==> src/rtl/core/sttc_pkg.sv <==
// Shared types, codes and helpers for the square tile transform classifier.
// No dependencies; imported by sttc_dp, sttc_ctrl and the top level.
`timescale 1ns / 1ps

package sttc_pkg;

    localparam int MAX_SIDE_DEF = 16;
    localparam int SIDE_W       = 5;
    localparam int OP_W         = 2;
    localparam int CODE_W       = 3;
    localparam int CAND_W       = 3;

    // op codes
    localparam logic [OP_W-1:0] OP_LOAD_SRC = 2'd0;
    localparam logic [OP_W-1:0] OP_LOAD_TGT = 2'd1;
    localparam logic [OP_W-1:0] OP_CLASSIFY = 2'd2;

    // candidate transforms, tried in this order
    localparam logic [CAND_W-1:0] CAND_ROT90     = 3'd0;
    localparam logic [CAND_W-1:0] CAND_ROT180    = 3'd1;
    localparam logic [CAND_W-1:0] CAND_ROT270    = 3'd2;
    localparam logic [CAND_W-1:0] CAND_MIRROR    = 3'd3;
    localparam logic [CAND_W-1:0] CAND_MIR_R90   = 3'd4;
    localparam logic [CAND_W-1:0] CAND_MIR_R180  = 3'd5;
    localparam logic [CAND_W-1:0] CAND_MIR_R270  = 3'd6;
    localparam logic [CAND_W-1:0] CAND_IDENTITY  = 3'd7;

    // reported transform codes
    localparam logic [CODE_W-1:0] CODE_ROT90    = 3'd0;
    localparam logic [CODE_W-1:0] CODE_ROT180   = 3'd1;
    localparam logic [CODE_W-1:0] CODE_ROT270   = 3'd2;
    localparam logic [CODE_W-1:0] CODE_MIRROR   = 3'd3;
    localparam logic [CODE_W-1:0] CODE_MIR_ROT  = 3'd4;
    localparam logic [CODE_W-1:0] CODE_IDENTITY = 3'd5;
    localparam logic [CODE_W-1:0] CODE_NONE     = 3'd6;

    // controller -> datapath
    typedef struct packed {
        logic start;   // latch side, clear counters and fail flags
        logic issue;   // read one cell pair and advance the walk
    } t_dp_cmd;

    // datapath -> controller
    typedef struct packed {
        logic              last_issue;  // walk sits on its final cell
        logic [CODE_W-1:0] code;        // code from the fail flags
    } t_dp_sts;

    // First candidate without a mismatch wins.
    function automatic logic [CODE_W-1:0] pick_code(input logic [7:0] fail);
        logic [CODE_W-1:0] code;
        code = CODE_NONE;
        priority if (!fail[CAND_ROT90])     code = CODE_ROT90;
        else if (!fail[CAND_ROT180])        code = CODE_ROT180;
        else if (!fail[CAND_ROT270])        code = CODE_ROT270;
        else if (!fail[CAND_MIRROR])        code = CODE_MIRROR;
        else if (!fail[CAND_MIR_R90])       code = CODE_MIR_ROT;
        else if (!fail[CAND_MIR_R180])      code = CODE_MIR_ROT;
        else if (!fail[CAND_MIR_R270])      code = CODE_MIR_ROT;
        else if (!fail[CAND_IDENTITY])      code = CODE_IDENTITY;
        else                                code = CODE_NONE;
        return code;
    endfunction

endpackage

==> src/rtl/core/sttc_ram.sv <==
// Generic single-port-write, single-port-read RAM with registered read data.
// No dependencies.
`timescale 1ns / 1ps

module sttc_ram #(
    parameter int WIDTH = 1,
    parameter int DEPTH = 256
) (
    input  logic                     i_clk,
    input  logic                     i_we,
    input  logic [$clog2(DEPTH)-1:0] i_waddr,
    input  logic [WIDTH-1:0]         i_wdata,
    input  logic [$clog2(DEPTH)-1:0] i_raddr,
    output logic [WIDTH-1:0]         o_rdata
);

    logic [WIDTH-1:0] r_mem [DEPTH];
    logic [WIDTH-1:0] r_rdata;

    always_ff @(posedge i_clk) begin
        if (i_we) begin
            r_mem[i_waddr] <= i_wdata;
        end
        r_rdata <= r_mem[i_raddr];
    end

    assign o_rdata = r_rdata;

endmodule

==> src/rtl/core/sttc_dp.sv <==
// Datapath: source and target grid RAMs, cell walk counters, address mapping
// and per-candidate mismatch flags. Depends on sttc_pkg and sttc_ram.
`timescale 1ns / 1ps

module sttc_dp #(
    parameter int MAX_SIDE = sttc_pkg::MAX_SIDE_DEF,
    parameter int IW       = (MAX_SIDE > 1) ? $clog2(MAX_SIDE) : 1
) (
    input  logic                        i_clk,
    input  logic                        i_rst_n,
    input  sttc_pkg::t_dp_cmd           i_cmd,
    output sttc_pkg::t_dp_sts           o_sts,
    input  logic [sttc_pkg::SIDE_W-1:0] i_side,
    input  logic                        i_we_src,
    input  logic                        i_we_tgt,
    input  logic [IW-1:0]               i_wr_row,
    input  logic [IW-1:0]               i_wr_col,
    input  logic                        i_wr_bit
);

    import sttc_pkg::*;

    localparam int AW    = 2 * IW;
    localparam int DEPTH = 1 << AW;

    logic [IW-1:0]     r_nm1;
    logic [CAND_W-1:0] r_t;
    logic [IW-1:0]     r_i;
    logic [IW-1:0]     r_j;
    logic [CAND_W-1:0] r_cmp_t;
    logic              r_cmp_vld;
    logic [7:0]        r_fail;

    logic [IW-1:0]     mi, mj, src_r, src_c;
    logic [6:0]        side_w;
    logic [IW-1:0]     n_nm1;
    logic              i_end, j_end;
    logic              src_q, tgt_q;

    // clamp side to 1..MAX_SIDE
    always_comb begin
        side_w = 7'(i_side);
        if (side_w == 7'd0) begin
            n_nm1 = '0;
        end else if (side_w > 7'(MAX_SIDE)) begin
            n_nm1 = IW'(MAX_SIDE - 1);
        end else begin
            n_nm1 = IW'(side_w - 7'd1);
        end
    end

    // source cell feeding target cell (i,j)
    always_comb begin
        mi = r_nm1 - r_i;
        mj = r_nm1 - r_j;
        unique case (r_t)
            CAND_ROT90:    begin src_r = mj;  src_c = r_i; end
            CAND_ROT180:   begin src_r = mi;  src_c = mj;  end
            CAND_ROT270:   begin src_r = r_j; src_c = mi;  end
            CAND_MIRROR:   begin src_r = r_i; src_c = mj;  end
            CAND_MIR_R90:  begin src_r = mj;  src_c = mi;  end
            CAND_MIR_R180: begin src_r = mi;  src_c = r_j; end
            CAND_MIR_R270: begin src_r = r_j; src_c = r_i; end
            CAND_IDENTITY: begin src_r = r_i; src_c = r_j; end
            default:       begin src_r = r_i; src_c = r_j; end
        endcase
    end

    assign j_end = (r_j == r_nm1);
    assign i_end = (r_i == r_nm1);

    always_ff @(posedge i_clk) begin
        if (i_cmd.start) begin
            r_nm1 <= n_nm1;
            r_t   <= '0;
            r_i   <= '0;
            r_j   <= '0;
        end else if (i_cmd.issue) begin
            if (j_end) begin
                r_j <= '0;
                if (i_end) begin
                    r_i <= '0;
                    r_t <= r_t + CAND_W'(1);
                end else begin
                    r_i <= r_i + IW'(1);
                end
            end else begin
                r_j <= r_j + IW'(1);
            end
        end
        r_cmp_t <= r_t;
    end

    always_ff @(posedge i_clk) begin
        if (!i_rst_n) begin
            r_cmp_vld <= 1'b0;
            r_fail    <= '0;
        end else begin
            r_cmp_vld <= i_cmd.issue;
            if (i_cmd.start) begin
                r_fail <= '0;
            end else if (r_cmp_vld && (src_q != tgt_q)) begin
                r_fail[r_cmp_t] <= 1'b1;
            end
        end
    end

    sttc_ram #(.WIDTH(1), .DEPTH(DEPTH)) u_src_ram (
        .i_clk   (i_clk),
        .i_we    (i_we_src),
        .i_waddr ({i_wr_row, i_wr_col}),
        .i_wdata (i_wr_bit),
        .i_raddr ({src_r, src_c}),
        .o_rdata (src_q)
    );

    sttc_ram #(.WIDTH(1), .DEPTH(DEPTH)) u_tgt_ram (
        .i_clk   (i_clk),
        .i_we    (i_we_tgt),
        .i_waddr ({i_wr_row, i_wr_col}),
        .i_wdata (i_wr_bit),
        .i_raddr ({r_i, r_j}),
        .o_rdata (tgt_q)
    );

    assign o_sts.last_issue = (r_t == CAND_IDENTITY) && i_end && j_end;
    assign o_sts.code       = pick_code(r_fail);

endmodule

==> src/rtl/core/sttc_ctrl.sv <==
// Controller: sequences a classify request through the cell walk and hands
// the code to the output register. Depends on sttc_pkg.
`timescale 1ns / 1ps

module sttc_ctrl (
    input  logic              i_clk,
    input  logic              i_rst_n,
    input  logic              i_classify,  // classify item accepted
    input  logic              i_out_free,  // output register can load
    input  sttc_pkg::t_dp_sts i_sts,
    output sttc_pkg::t_dp_cmd o_cmd,
    output logic              o_idle,
    output logic              o_out_load
);

    import sttc_pkg::*;

    typedef enum logic [3:0] {
        S_IDLE  = 4'b0001,
        S_SCAN  = 4'b0010,
        S_DRAIN = 4'b0100,
        S_DONE  = 4'b1000
    } t_state;

    t_state r_state, n_state;

    always_comb begin
        n_state     = r_state;
        o_cmd.start = 1'b0;
        o_cmd.issue = 1'b0;
        o_out_load  = 1'b0;
        unique case (r_state)
            S_IDLE: begin
                if (i_classify) begin
                    o_cmd.start = 1'b1;
                    n_state     = S_SCAN;
                end
            end
            S_SCAN: begin
                o_cmd.issue = 1'b1;
                if (i_sts.last_issue) begin
                    n_state = S_DRAIN;
                end
            end
            S_DRAIN: begin
                n_state = S_DONE;  // last compare lands this cycle
            end
            S_DONE: begin
                if (i_out_free) begin
                    o_out_load = 1'b1;
                    n_state    = S_IDLE;
                end
            end
            default: n_state = S_IDLE;
        endcase
    end

    always_ff @(posedge i_clk) begin
        if (!i_rst_n) begin
            r_state <= S_IDLE;
        end else begin
            r_state <= n_state;
        end
    end

    assign o_idle = (r_state == S_IDLE);

endmodule

==> src/rtl/core/square_tile_transform_classifier_unit.sv <==
// Square tile transform classifier, top level.
// Load items are accepted one per cycle, back to back, while idle.
// Classify walks all 8 candidates over n*n cells (n = clamped side), one cell at a
// time, set by the one read port of each grid RAM. The code then waits for a free
// output slot, and no new item is taken until the controller is back in idle.
// Synchronous active-low reset: controller idle, output empty, side = 1; grids undefined.
`timescale 1ns / 1ps

module square_tile_transform_classifier_unit #(
    parameter int MAX_SIDE = sttc_pkg::MAX_SIDE_DEF
) (
    input  logic                        i_clk,
    input  logic                        i_rst_n,
    // config: side register
    input  logic                        i_cfg_we,
    input  logic [sttc_pkg::SIDE_W-1:0] i_cfg_wdata,
    // input items
    input  logic                        i_s_tvalid,
    output logic                        o_s_tready,
    input  logic [15:0]                 i_s_tdata,  // row[3:0], col[7:4], cell_req[8]
    input  logic [1:0]                  i_s_tuser,  // op[1:0]
    // result items
    output logic                        o_m_tvalid,
    input  logic                        i_m_tready,
    output logic [7:0]                  o_m_tdata   // transform_code[2:0]
);

    import sttc_pkg::*;

    localparam int IW = (MAX_SIDE > 1) ? $clog2(MAX_SIDE) : 1;

    logic [SIDE_W-1:0] r_side;
    logic              r_out_vld;
    logic [CODE_W-1:0] r_out_code;

    logic [OP_W-1:0]   in_op;
    logic [3:0]        in_row, in_col;
    logic              in_bit;
    logic [IW+3:0]     row_w, col_w;
    logic              accept, in_range;
    logic              we_src, we_tgt, classify;
    logic              idle, out_free, out_load;
    t_dp_cmd           cmd;
    t_dp_sts           sts;

    // unpack the item
    assign in_op  = i_s_tuser;
    assign in_row = i_s_tdata[3:0];
    assign in_col = i_s_tdata[7:4];
    assign in_bit = i_s_tdata[8];

    assign row_w = (IW + 4)'(in_row);
    assign col_w = (IW + 4)'(in_col);

    // items are taken only while no classify is in progress
    assign o_s_tready = idle;
    assign accept     = i_s_tvalid && o_s_tready;

    // loads outside the store are dropped
    assign in_range = (row_w < (IW + 4)'(MAX_SIDE)) && (col_w < (IW + 4)'(MAX_SIDE));
    assign we_src   = accept && (in_op == OP_LOAD_SRC) && in_range;
    assign we_tgt   = accept && (in_op == OP_LOAD_TGT) && in_range;
    assign classify = accept && (in_op == OP_CLASSIFY);

    // output slot frees when empty or being taken
    assign out_free = !r_out_vld || i_m_tready;

    always_ff @(posedge i_clk) begin
        if (!i_rst_n) begin
            r_side    <= SIDE_W'(1);
            r_out_vld <= 1'b0;
        end else begin
            if (i_cfg_we) begin
                r_side <= i_cfg_wdata;
            end
            if (out_load) begin
                r_out_vld <= 1'b1;
            end else if (i_m_tready) begin
                r_out_vld <= 1'b0;
            end
        end
    end

    always_ff @(posedge i_clk) begin
        if (out_load) begin
            r_out_code <= sts.code;
        end
    end

    assign o_m_tvalid = r_out_vld;
    assign o_m_tdata  = 8'(r_out_code);

    sttc_ctrl u_ctrl (
        .i_clk      (i_clk),
        .i_rst_n    (i_rst_n),
        .i_classify (classify),
        .i_out_free (out_free),
        .i_sts      (sts),
        .o_cmd      (cmd),
        .o_idle     (idle),
        .o_out_load (out_load)
    );

    sttc_dp #(.MAX_SIDE(MAX_SIDE), .IW(IW)) u_dp (
        .i_clk    (i_clk),
        .i_rst_n  (i_rst_n),
        .i_cmd    (cmd),
        .o_sts    (sts),
        .i_side   (r_side),
        .i_we_src (we_src),
        .i_we_tgt (we_tgt),
        .i_wr_row (row_w[IW-1:0]),
        .i_wr_col (col_w[IW-1:0]),
        .i_wr_bit (in_bit)
    );

endmodule
==> config.mk <==
export PLATFORM = sky130hd
export DESIGN_NAME = square_tile_transform_classifier_unit
export DESIGN_NICKNAME = d
export VERILOG_FILES = /design/src/rtl/core/sttc_pkg.sv /design/src/rtl/core/sttc_ram.sv /design/src/rtl/core/sttc_dp.sv /design/src/rtl/core/sttc_ctrl.sv /design/src/rtl/core/square_tile_transform_classifier_unit.sv
export SDC_FILE = /design/constraint.sdc
export NUM_CORES = 1
export LEC_CHECK = 0
export ABC_AREA = 1
export BUFFER_PORTS_ARGS = -buffer_cell sky130_fd_sc_hd__buf_2
export CORE_ASPECT_RATIO = 0.9
export CORE_MARGIN = 3
export CORE_UTILIZATION = 32
export DETAILED_ROUTE_END_ITERATION = 10
export HOLD_SLACK_MARGIN = 0.1
export SLEW_MARGIN = 20
export SYNTH_ARGS = -nofsm -noshare
export SYNTH_HDL_FRONTEND = slang
export SYNTH_HIERARCHICAL = 1
export SYNTH_SLANG_ARGS = --single-unit
==> constraint.sdc <==
create_clock -name i_clk -period 2.9 [get_ports i_clk]
set_input_delay 0.29 -clock i_clk [delete_from_list [all_inputs] [get_ports i_clk]]
set_output_delay 0.29 -clock i_clk [all_outputs]
set_load 0.005 [all_outputs]
==> results.txt, run 1 <==
The run finished with clean final reports. Number of global-route vias before repair: 17958. The tools report the number of slew-limit violations in the final report as 0. After Yosys synthesis, XOR and XNOR cells account for 0.170% of the synthesized area. The maximum clock insertion buffer count was 3. The number of synthesized flops with an enable pin was 519; the transition time at the pin with the least slew margin was 919 ps. The first global-routing pass estimated 104000 um of wire. In this run the critical register-to-register path is captured at u_dp/u_src_ram/o_rdata. The finished layout cell area is 0.0296 sq mm, and the clock transition at the register clock pins on the worst setup and hold paths after CTS is 60 ps. The number of standard cells in the final layout excluding fillers came out at 3842. The largest fanout on the critical path is 6. The initial utilization of the core area, before any placement, comes to 32.4%. The pre-CTS worst setup slack was 20.1 ps; the post-synthesis share of cell area spent on full adders, half adders and majority gates was 0.930%. The floorplan step set the die width to 305 um. For this block, the via count after detailed routing is 19300. After synthesis, the netlist uses 35 different library cells.

The total of max-cap violations is 0. Multiplexer cells account for 0% of the synthesized area. Data on the critical path arrives at its endpoint at 3330 ps. Power spread over the standard cell area amounts to 568 mW/mm^2. After synthesis, the share of flip-flops with an asynchronous set or reset is 0%.

After detailed routing, the number of vias per cell comes to 5.02. In this run, placement finished with an instance count of 3696. The beginning of the worst hold path was i_s_tdata[8]. The worst setup path is captured at a register.

In this run the critical register-to-register path is launched from u_dp/r_nm1[0]. Counting I/O delays and the setup requirement, the final critical path takes 2750 ps. For this run, the top clock speed supported by timing is 364 MHz. Across every metal layer, demand over resource in global routing totals 15.8%. The number of nets at the end of the flow was 2785; the first-iteration detailed-routing DRC count was 1948. After layout, the worst path uses 94.8% of the clock period. In this run the tightest slew margin relative to its limit is 38.7%. The most common flop cell mapped by yosys was sky130_fd_sc_hd__edfxtp_1. After legalization and detailed placement, the total HPWL measured 37000 um.

The mean post-synth cell area came out at 9.57 sq um. Compared with the post-synthesis result, the final layout area differs by 14.8%. Data on the critical path is required at its endpoint by 3480 ps. In the routed design, unresolved DRC markers number 0.

Yosys printed 6 warnings. The placed standard-cell area was 0.0272 sq mm; the overall routed net length was 69000 um. Leakage power total: 10.2 nW.

The number of input and output port buffers inserted was 25; the total I/O pin count was 38. The number of optimization iterations in the first detailed-route pass is 8. In this run, synthesis produced a sequential element count of 554. The maximum ir drop on the vdd rail is 0.000462 V, and the clock skew after layout is 46.6 ps.

The most critical setup path has its startpoint at u_dp/r_nm1[0]. TritonCTS built the clock tree. The total clock buffers created by CTS is 59. For the clock latency reported for the late side of the worst-skew pair, the log shows 650 ps. Counting cells, the worst reg-to-reg path comes to 17. Sequential elements use 63.1% of the synthesized area. The die covers 0.0841 sq mm. The post-synthesis instance total is 2699. Class of the most critical hold timing path: input port to register. The H-tree depth is 2.

The count of nets left with antenna violations once routing finished came out at 0. Across all register-to-register paths, the minimum setup slack is 150 ps. The synthesized netlist devotes 1.05% of its cell area to compound gates.

In this run the cell area of the synthesized design comes to 0.0258 sq mm. The kind of launch point of the worst setup path was a register. The critical path is of the register to register type.

The clock net in this run drives a total of 554 sinks. Summed over all layers, the global routing overflow is 0. The final count of hold timing violations is 0, and the fraction of the mapped netlist area in simple logic gates is 29.2%. The routability-driven placement congestion ratio was 0.808; the chip height was 275 um. The worst hold path terminates at u_dp/u_src_ram/r_mem[144]. The logs give 7906 for the final-layout fill cell count and 151 ps for the final worst-path setup slack. Setup violations remaining at the end of the flow were counted as 0. The post-route netlist has 9.76% of its cells at a drive strength greater than 1. The number of stages on the worst hold path came out at 1.

The wire length per cell after detailed routing was 18.0 um; the maximum number of pins on one net before global-route repair was 117. The core region is 0.0797 sq mm. The number of antenna violations at the first check in global routing is 8. The root buffer cell chosen for the clock tree is sky130_fd_sc_hd__clkbuf_16. By area, the combinational part of the netlist is dominated by simple AND/OR/NAND/NOR gates. The run gives 156 ps as the worst hold slack after final layout. The floorplan has 98 rows.
==> where the power goes <==
| group | total [mW] | switching [mW] | internal (mW) | leakage, nW |
|---|---|---|---|---|
| sequential | 8.77 | 0.0204 | 8.75 | 4.95 |
| clock | 7.11 | 3.17 | 3.93 | 0.883 |
| combinational | 0.953 | 0.692 | 0.261 | 4.32 |
| total | 16.8 | 3.89 | 12.9 | 10.2 |
==> critical path, stage by stage (launching register included) <==
cell	delay, ps
sky130_fd_sc_hd__edfxtp_1	400
sky130_fd_sc_hd__inv_2	130
sky130_fd_sc_hd__ha_4	140
sky130_fd_sc_hd__fa_1	430
sky130_fd_sc_hd__inv_1	90
sky130_fd_sc_hd__nand2_2	70
sky130_fd_sc_hd__o2111ai_4	210
sky130_fd_sc_hd__clkinv_4	250
sky130_fd_sc_hd__clkbuf_16	220
sky130_fd_sc_hd__nand3_1	80
sky130_fd_sc_hd__nand3_1	90
sky130_fd_sc_hd__nand3_1	140
sky130_fd_sc_hd__nand3_2	110
sky130_fd_sc_hd__nand2_1	120
sky130_fd_sc_hd__nand2_1	60
sky130_fd_sc_hd__nand3_1	60
sky130_fd_sc_hd__nand3_1	70
sky130_fd_sc_hd__nand2_1	60
==> layer usage <==
metal	part of all wire, %	global-route usage [%]	up-vias
met5	0.083	0	-
met4	2.4	4.73	8
met3	8.9	2.75	124
met2	45	25.0	690
met1	44	22.3	9320
li1	-	-	9158
==> cells in the final DEF, fill, tap and decap left out, types with 3 or more instances in the layout <==
cell type / n
sky130_fd_sc_hd__nand2_1: 663
sky130_fd_sc_hd__nor2_1: 577
sky130_fd_sc_hd__edfxtp_1: 519
sky130_fd_sc_hd__nand3_1: 511
sky130_fd_sc_hd__inv_1: 83
sky130_fd_sc_hd__buf_4: 73
sky130_fd_sc_hd__clkbuf_16: 67
sky130_fd_sc_hd__dfxtp_1: 30
sky130_fd_sc_hd__buf_2: 24
sky130_fd_sc_hd__a21oi_1: 21
sky130_fd_sc_hd__buf_12: 20
sky130_fd_sc_hd__clkinv_1: 18
sky130_fd_sc_hd__dlygate4sd3_1: 18
sky130_fd_sc_hd__o21ai_0: 16
sky130_fd_sc_hd__nand3_2: 16
sky130_fd_sc_hd__ha_1: 13
sky130_fd_sc_hd__clkbuf_1: 12
sky130_fd_sc_hd__clkinv_2: 11
sky130_fd_sc_hd__inv_2: 9
sky130_fd_sc_hd__nand4_1: 9
sky130_fd_sc_hd__nand2_2: 6
sky130_fd_sc_hd__conb_1: 5
sky130_fd_sc_hd__nor2_4: 5
sky130_fd_sc_hd__diode_2: 4
sky130_fd_sc_hd__nor3_1: 4
sky130_fd_sc_hd__dfxtp_2: 4
sky130_fd_sc_hd__clkinvlp_4: 3
sky130_fd_sc_hd__buf_6: 3
sky130_fd_sc_hd__xnor2_1: 3
sky130_fd_sc_hd__o21ai_1: 3
==> sequential cells by signal (all words and copies together) (netlist names) <==
signal and flops:
u_dp/u_tgt_ram/r_mem 256, u_dp/r_fail 8, u_ctrl/r_state 4, u_dp/r_j 4, u_dp/r_i 4, r_side 5, u_dp/u_tgt_ram/o_rdata 1, u_dp/r_cmp_vld 1
u_dp/r_nm1 4, o_m_tvalid 1, u_dp/u_src_ram/r_mem 256, u_dp/u_src_ram/o_rdata 1, r_out_code 3, u_dp/r_cmp_t 3, u_dp/r_t 3
==> cells in the mapped netlist (3+ instances only) <==
| cell type | n | area, sq um |
|---|---|---|
| sky130_fd_sc_hd__a21oi_1 | 21 | 105 |
| sky130_fd_sc_hd__buf_1 | 6 | 22.5 |
| sky130_fd_sc_hd__buf_2 | 29 | 145 |
| sky130_fd_sc_hd__buf_4 | 17 | 128 |
| sky130_fd_sc_hd__buf_6 | 44 | 495 |
| sky130_fd_sc_hd__clkbuf_1 | 80 | 300 |
| sky130_fd_sc_hd__dfxtp_1 | 35 | 701 |
| sky130_fd_sc_hd__edfxtp_1 | 519 | 15600 |
| sky130_fd_sc_hd__ha_1 | 16 | 200 |
| sky130_fd_sc_hd__inv_1 | 86 | 323 |
| sky130_fd_sc_hd__inv_2 | 9 | 33.8 |
| sky130_fd_sc_hd__nand2_1 | 666 | 2500 |
| sky130_fd_sc_hd__nand2_2 | 3 | 18.8 |
| sky130_fd_sc_hd__nand3_1 | 527 | 2640 |
| sky130_fd_sc_hd__nand4_1 | 9 | 56.3 |
| sky130_fd_sc_hd__nor2_1 | 577 | 2170 |
| sky130_fd_sc_hd__nor2_4 | 5 | 56.3 |
| sky130_fd_sc_hd__nor3_1 | 6 | 30.0 |
| sky130_fd_sc_hd__o21ai_0 | 16 | 80.1 |
| sky130_fd_sc_hd__o21ai_1 | 4 | 20.0 |
| sky130_fd_sc_hd__xnor2_1 | 3 | 26.3 |
==> final cells by class <==
cell class              instances  area, sq um  share of cell area [%]
diodes                          4         10.0                  0.0338
clock buffers                  71         1520                    5.13
clock inverters                39          303                    1.02
inverters                      95          372                    1.25
multi-input cells            1878         8270                    27.9
flip-flops and latches        554        16300                    55.0
well taps                    1050         1310                    4.43
repair buffers                150         1550                    5.21
repair inverters                1         8.76                  0.0295
==> stage by stage <==
step                      power (mW)  util [%]  TNS, ps
final                           16.8      37.2        0
after global routing            17.4      37.2    -25.5
after CTS                       17.0      36.7        0
after detailed placement        9.85      34.1        0
after global placement          9.84      34.1        0
after floorplan                 9.53         -        0
==> worst max path at each step <==
stage	end	slack, ps	cells past startpoint
finish	u_dp/u_src_ram/o_rdata	150	17
global route	u_dp/u_src_ram/o_rdata	-30	21
CTS	u_dp/u_src_ram/o_rdata	10	16
detailed placement	u_dp/u_src_ram/o_rdata	20	21
global placement	u_dp/u_src_ram/o_rdata	50	21
floorplan	u_dp/u_src_ram/o_rdata	410	16
==> repair_timing <==
item,in CTS,in global routing
setup endpoints to repair,0,1
hold buffers,18,0
resized for setup,0,43
endpoints found under the hold margin,11,0
buffers inserted,0,4
==> cell families after synthesis <==
kind of cell	Yosys count
simple gates	1801
flops	554
buf+inv	271
compound gates	49
fa+ha+maj	18
xor+xnor	5
other cells	1
No activity file was read; power rests on OpenSTA's default activity.
==> inputs of run 2 (changes only) <==
==> constraint.sdc (replaced) <==
create_clock -name i_clk -period 2.9 [get_ports i_clk]
set_input_delay 0.58 -clock i_clk [delete_from_list [all_inputs] [get_ports i_clk]]
set_output_delay 0.58 -clock i_clk [all_outputs]
set_load 0.005 [all_outputs]
==> run 2 against run 1 <==
Compared with the run above: clock power rose by 7.0%; via count shrank 0.36%; maximum frequency up 1.1%; sequential power about the same; count of clock-buffer cells in the layout up 5; sequential cell count unchanged; highest routed layer unchanged.
==> results.txt, run 2 (synthesis gave the netlist of run 1 again) <==
The flow ran to the end, and the final reports show no timing, DRC or antenna violations. The remaining routing DRC violations is 0 (unchanged), and the area of the die is 0.0841 sq mm (unchanged). H-tree depth: 2 (unchanged).

The chip height is 275 um (unchanged), and the post-synthesis to final-layout area growth is 16.6%. The startpoint identified for the worst register-to-register timing path is u_dp/r_nm1[0]. The critical-path cell with the highest stage delay was sky130_fd_sc_hd__fa_1. Wire length per cell after detailed routing: 18.3 um (+1.9%). For the first-iteration detailed-routing DRC count, the log shows 2169 (+11%). The leakage power total was 10.4 nW (+2.1%). The arrival time of the worst setup path is 3240 ps (-90 ps). Number of standard cells in the final layout excluding fillers: 3847 (+0.13%). The tools report the number of antenna-violating nets in the routed design as 0 (unchanged).

The final period demand of the worst path works out to 2720 ps (-28.8 ps). The largest fanout on the critical path was 8 (+2). The tools report the total I/O pin count as 38 (unchanged).

The run gives 0 (unchanged) as the total of max-cap violations. The global route total overflow is 0 (unchanged), and the maximum number of pins on one net before global-route repair is 135 (+15%). Walking the worst path, the cells encountered are inv_2 -> ha_2 -> fa_1 -> inv_1 -> nand2_2 -> o2111ai_4 -> clkinv_4 -> buf_12 -> buf_12 -> nand3_1 -> nand3_1 -> nand3_2 -> nand3_4 -> nand2_2 -> nand2_1 -> nand3_2 -> nand3_1 -> nand2_1. The number of global-route vias before repair was 17503 (-2.5%); the placed standard-cell area was 0.0273 sq mm (+0.21%). The tools report the hold-critical path endpoint as r_side[3]. The run gives 19231 (-0.36%) as the total vias in the final route.

The logs give 15.8% (about the same) for the combined global-route utilization of all metal layers and 98 (unchanged) for the number of placement rows. Worst hold slack after final layout: 195 ps (+39.6 ps). The effective utilization at floorplan came out at 32.4% (unchanged). The run gives 0.815 (+0.85%) as the routability-driven placement congestion ratio.

The power density over cell area was 576 mW/mm^2 (+1.5%); the minimum setup slack among reg-to-reg paths was 180 ps (+30 ps). The number of antenna violations at the first check in global routing came out at 8 (unchanged). The delay contributed by the slowest stage of the critical path works out to 510 ps (+80 ps). In the layout the commonest cells are 660 x sky130_fd_sc_hd__nand2_1, 577 x sky130_fd_sc_hd__nor2_1, 519 x sky130_fd_sc_hd__edfxtp_1. By startpoint and endpoint, the worst setup path is classified as register to register. The number of input and output port buffers inserted is 25 (unchanged). The largest registers in the layout are u_dp/u_src_ram/r_mem x256, u_dp/u_tgt_ram/r_mem x256, u_dp/r_fail x8. The final-layout fill cell count came out at 7847 (-0.75%). The cell family with the largest share of critical-path delay was simple AND/OR/NAND/NOR gates. The number of optimization iterations in the first detailed-route pass was 6 (-2); the maximum clock insertion buffer count was 3 (unchanged).

Placed cell count: 3702 (+0.16%). The tools report the number of slew-limit violations in the final report as 0 (unchanged). The logs give 37.8% (+0.58 points) for the final cell utilization of the core and 0.0797 sq mm (unchanged) for the placeable core region.

The tools report the final HPWL from detailed placement as 37700 um (+1.9%). The kind of launch point of the worst setup path is a register. Number of stages on the worst hold path: 3 (+2).

The most common library cell in the layout ignoring fill and taps is sky130_fd_sc_hd__nand2_1. The tree is rooted in a sky130_fd_sc_hd__clkbuf_16. The width of the chip works out to 305 um (unchanged).

Beginning of the worst hold path: i_cfg_wdata[3]. For the final worst-path setup slack, the log shows 180 ps (+28.8 ps). The share of the clock period used by the worst path after layout was 93.8% (-0.99 points); the worst slew margin relative to its limit was 37.9% (-0.70 points).

For the maximum frequency from static timing analysis, the log shows 368 MHz (+1.1%). The maximum ir drop on the vdd rail came out at 0.000442 V (-4.3%). The share of cells above drive strength 1 is 11.4% (+1.6 points).

TritonCTS built the clock tree. The count of endpoints failing setup in the final report was 0 (unchanged). Clock skew after layout: 56.3 ps (+9.69 ps).

The destination of the worst register-to-register timing path was u_dp/u_src_ram/o_rdata. The number of vias per cell was 5.00 (-0.49%). The transition time at the pin with the least slew margin is 930 ps (+10.6 ps). The launching element of the worst setup path is u_dp/r_nm1[0]. The run gives 3420 ps (-60 ps) as the critical path data required time.

Number of cell instances on the worst register-to-register path: 18 (+1). In this run the worst hold path is classified as input port to register. The endpoint class of the critical path was a register.

The setup TNS came out at 0 ps (unchanged). The finished layout cell area was 0.0301 sq mm (+1.6%); the wire length of the first global-routing pass was 104000 um (-0.69%). The total clock buffers created by CTS was 59 (unchanged). The sum of buffers and inverters on the critical path came out at 5 (+1). For the number of nets at the end of the flow, the log shows 2789 (+0.14%). The clock transition at the register clock pins on the worst setup and hold paths after CTS was 70 ps (about the same). The logs give 554 (unchanged) for the number of clock sinks seen by CTS and 70400 um (+2.0%) for the overall routed net length. The pre-CTS worst setup slack came out at -1.45 ps (-21.5 ps). Power consumption: 17.3 mW (+3.0%). The most prevalent standard cell on the critical path was sky130_fd_sc_hd__nand3_1. Final count of hold timing violations: 0 (unchanged).

The clock latency reported for the late side of the worst-skew pair came out at 650 ps (about the same).
## run 2: area by class of cell
type | instances | area (sq um) | share of cell area [%]
multi-input cells | 1878 | 8380 | 27.8
repair inverters | 1 | 8.76 | 0.0291
repair buffers | 154 | 1760 | 5.85
clock buffers | 76 | 1590 | 5.28
inverters | 95 | 380 | 1.26
flip-flops and latches | 554 | 16300 | 54.1
diodes | 4 | 10.0 | 0.0332
clock inverters | 35 | 370 | 1.23
well taps | 1050 | 1310 | 4.36
## run 2: worst max path at each step
stage,endpoint,depth (start not counted)
2_1_floorplan,u_dp/u_src_ram/o_rdata,16
3_3_place_gp,u_dp/u_src_ram/o_rdata,20
3_5_place_dp,u_dp/u_src_ram/o_rdata,20
4_1_cts,u_dp/u_src_ram/o_rdata,20
5_1_grt,u_dp/u_src_ram/o_rdata,21
6_report,u_dp/u_src_ram/o_rdata,18
## run 2: per-layer routing
metal / wire [um] / track usage (%) / vias to the layer above / part of all wire, %
li1: - / - / 9170 / -
met1: 31400 / 22.7 / 9270 / 45
met2: 31100 / 24.3 / 674 / 44
met3: 6440 / 3.12 / 109 / 9.1
met4: 1490 / 4.73 / 8 / 2.1
met5: 57 / 0 / - / 0.081
## run 2: power breakdown
group	leakage, nW	switching (mW)	total, mW	internal [mW]
clock	0.949	3.20	7.61	4.41
sequential	4.95	0.0176	8.77	8.75
combinational	4.46	0.701	0.966	0.266
## run 2: worst register-to-register path, delay by kind of cell (launching register included)
kind            cells  cell delay [ps]
flops               1              350
simple gates       10              850
fa+ha+maj           2              700
buf+inv             5              540
compound gates      1              210
## run 2: repair_timing
action | CTS | global route
endpoints found under the setup margin | 1 | 1
pin swaps | 0 | 21
buffers inserted | 0 | 11
cloned | 0 | 19
gates resized for setup | 2 | 82
hold buffers | 0 | 0
==> inputs of run 3 (changes only) <==
CORE_ASPECT_RATIO = default   (was 0.9)
==> run 3 against run 2 <==
Compared with the run above: worst hold slack improved by 19 ps; global-route usage decreased by 0.076 points; combinational power shrank 3.2%; setup slack got worse by 29 ps; design area fell by 2.4%; largest cell class unchanged.
==> results.txt, run 3 (synthesis gave the netlist of run 1 again) <==
Maximum number of pins on one net before global-route repair: 114 (-16%). The final count of hold timing violations is 0 (unchanged). The number of antenna-violating nets in the routed design was 0 (unchanged). The tools report the area of the die as 0.0841 sq mm (about the same).

The number of nets at the end of the flow is 2762 (-0.97%). The number of optimization iterations in the first detailed-route pass is 5 (-1). The number of antenna violations at the first check in global routing came out at 9 (+1).

The library cells used most frequently in the layout, excluding fill and tap cells, are 664 x sky130_fd_sc_hd__nand2_1, 577 x sky130_fd_sc_hd__nor2_1, 519 x sky130_fd_sc_hd__edfxtp_1. Share of cells above drive strength 1: 9.20% (-2.2 points). The clock skew after layout was 33.4 ps (-22.9 ps). The number of cell instances on the worst register-to-register path was 18 (unchanged); the number of vias per cell was 5.00 (about the same). The run gives 104000 um (+0.75%) as the wire length of the first global-routing pass.

The share of the clock period used by the worst path after layout is 94.8% (+0.98 points). The effective utilization at floorplan was 32.5% (+0.076 points). The maximum ir drop on the vdd rail is 0.000390 V (-12%), and the routability-driven placement congestion ratio is 0.803 (-1.4%). For the maximum clock insertion buffer count, the log shows 3 (unchanged). The total clock buffers created by CTS came out at 58 (-1.7%).

The placeable core region was 0.0795 sq mm (-0.23%); the wire length per cell after detailed routing was 18.0 um (-1.4%). For the number of global-route vias before repair, the log shows 17924 (+2.4%). The class of the most critical hold timing path was input port to register. The maximum frequency from static timing analysis is 364 MHz (-1.0%). The first-iteration detailed-routing DRC count was 1678 (-23%). Placed standard-cell area: 0.0273 sq mm (about the same). Number of stages on the worst hold path: 3 (unchanged).

Internal power of the cells: 13.0 mW (-2.9%). Largest fanout on the critical path: 10 (+2). The run finished with clean final reports. The clock latency reported for the late side of the worst-skew pair is 630 ps (-20 ps), and the count of endpoints failing setup in the final report is 0 (unchanged). In this run the clock root is driven by a sky130_fd_sc_hd__clkbuf_16. The run gives 19071 (-0.83%) as the total vias in the final route. Number of clock sinks seen by CTS: 554 (unchanged).

Post-synthesis to final-layout area growth: 13.8%. The chip height works out to 290 um (+5.3%). The transition time at the pin with the least slew margin is 897 ps (-32.8 ps), and the number of placement rows is 103 (+5.1%). The run gives 2 (unchanged) as the H-tree depth. Combined global-route utilization of all metal layers: 15.8% (-0.076 points).

Finished layout cell area: 0.0294 sq mm (-2.4%). The logs give 37900 um (+0.56%) for the final HPWL from detailed placement and 10.0 nW (-3.3%) for the leakage power total. The category of the critical setup timing path is register to register. The overall routed net length came out at 68800 um (-2.3%). STA classifies the critical path endpoint as a register. The relative contribution of the clock network to total power was 42.3% (-1.6 points). The total of max-cap violations was 0 (unchanged). The worst setup path is launched from a register.

The share of power burned in registers is 52.2% (+1.7 points), and the worst hold slack after final layout is 215 ps (+19.4 ps). The global route total overflow is 0 (unchanged), and the width of the chip is 290 um (-5.0%). Number of slew-limit violations in the final report: 0 (unchanged). Number of input and output port buffers inserted: 25 (unchanged). The tools report the arrival time of the worst setup path as 3300 ps (+60 ps).

The final period demand of the worst path was 2750 ps (+28.5 ps). Switching fraction of total power: 22.5% (-0.14 points). The library cell used most frequently in the layout, excluding fill and tap cells, is sky130_fd_sc_hd__nand2_1. The largest registers in the layout are u_dp/u_src_ram/r_mem x256, u_dp/u_tgt_ram/r_mem x256, u_dp/r_fail x8. The logs give 3.78 mW (-3.7%) for the net switching power and 3450 ps (+30 ps) for the critical path data required time.

TritonCTS built the clock tree. For the final-layout fill cell count, the log shows 7948 (+1.3%). The remaining routing DRC violations is 0 (unchanged).

The clock transition at the register clock pins on the worst setup and hold paths after CTS is 60 ps (about the same). The combinational share of power was 5.6% (about the same). The power density over cell area is 572 mW/mm^2 (-0.71%), and the worst slew margin relative to its limit is 40.1% (+2.2 points). The total I/O pin count is 38 (unchanged).
## run 3: cell count changes in the layout (fill, tap and decap cells not counted), sizes merged
cell    delta
clkbuf    -12
bufinv     -2
buf       -16
clkinv     -3
## run 3: stage by stage
step,utilization (%),setup TNS [ps],power [mW],worst slack [ps],std cells
6_report,36.9,0,16.8,152,3814
4_1_cts,36.6,0,17.0,12.0,3802
2_1_floorplan,-,0,9.53,414,2703
3_5_place_dp,34.3,0,9.85,59.5,3698
3_3_place_gp,34.3,0,9.84,60.7,3698
5_1_grt,36.9,-20.5,17.4,-20.5,3810
## run 3: cell type report
type	instances	area (sq um)	share of cell area, %
clock inverter	31	285	0.971
clock buffer	73	1510	5.13
inverter	95	372	1.26
antenna	4	10.0	0.0341
tap	1050	1310	4.47
multi-input combinational	1878	8220	28.0
timing repair buffer	129	1380	4.69
sequential	554	16300	55.5
## run 3: critical path: stages, from the launching register on
cell	delay [ps]
sky130_fd_sc_hd__edfxtp_1	400
sky130_fd_sc_hd__inv_2	90
sky130_fd_sc_hd__ha_2	190
sky130_fd_sc_hd__fa_1	430
sky130_fd_sc_hd__inv_1	70
sky130_fd_sc_hd__nand2_1	80
sky130_fd_sc_hd__o2111ai_4	170
sky130_fd_sc_hd__clkinv_4	190
sky130_fd_sc_hd__buf_12	170
sky130_fd_sc_hd__clkbuf_16	160
sky130_fd_sc_hd__nand3_1	80
sky130_fd_sc_hd__nand3_1	70
sky130_fd_sc_hd__nand3_1	90
sky130_fd_sc_hd__nand3_1	100
sky130_fd_sc_hd__nand2_1	130
sky130_fd_sc_hd__nand2_1	60
sky130_fd_sc_hd__nand3_1	70
sky130_fd_sc_hd__nand3_1	70
sky130_fd_sc_hd__nand2_1	70
## run 3: timing repair
item | CTS | global route
setup buffers | 0 | 3
gates resized for setup | 0 | 31
hold buffers | 0 | 0
endpoints found under the setup margin | 0 | 1
## run 3: final timing paths
check	from	slack, ps	endpoint
max	u_dp/r_nm1[0]	150	u_dp/u_src_ram/o_rdata
min	i_cfg_wdata[0]	210	r_side[0]
max reg2reg	u_dp/r_nm1[0]	150	u_dp/u_src_ram/o_rdata
min reg2reg	u_dp/r_t[1]	400	u_dp/r_cmp_t[1]
## run 3: power groups by stage
stage / Sequential, mW / Combinational [mW] / Clock (mW)
global placement: 8.94 / 0.906 / 0
floorplan: 8.94 / 0.591 / 0
finish: 8.77 / 0.935 / 7.10
CTS: 8.77 / 0.918 / 7.28
detailed placement: 8.94 / 0.912 / 0
global route: 8.77 / 1.04 / 7.60
## run 3: metal layers
| layer | GRT usage, % | wire [um] |
|---|---|---|
| met1 | 21.3 | 29900 |
| met2 | 25.5 | 32100 |
| met3 | 2.90 | 4920 |
| met4 | 5.24 | 1850 |
| met5 | 0 | 47 |
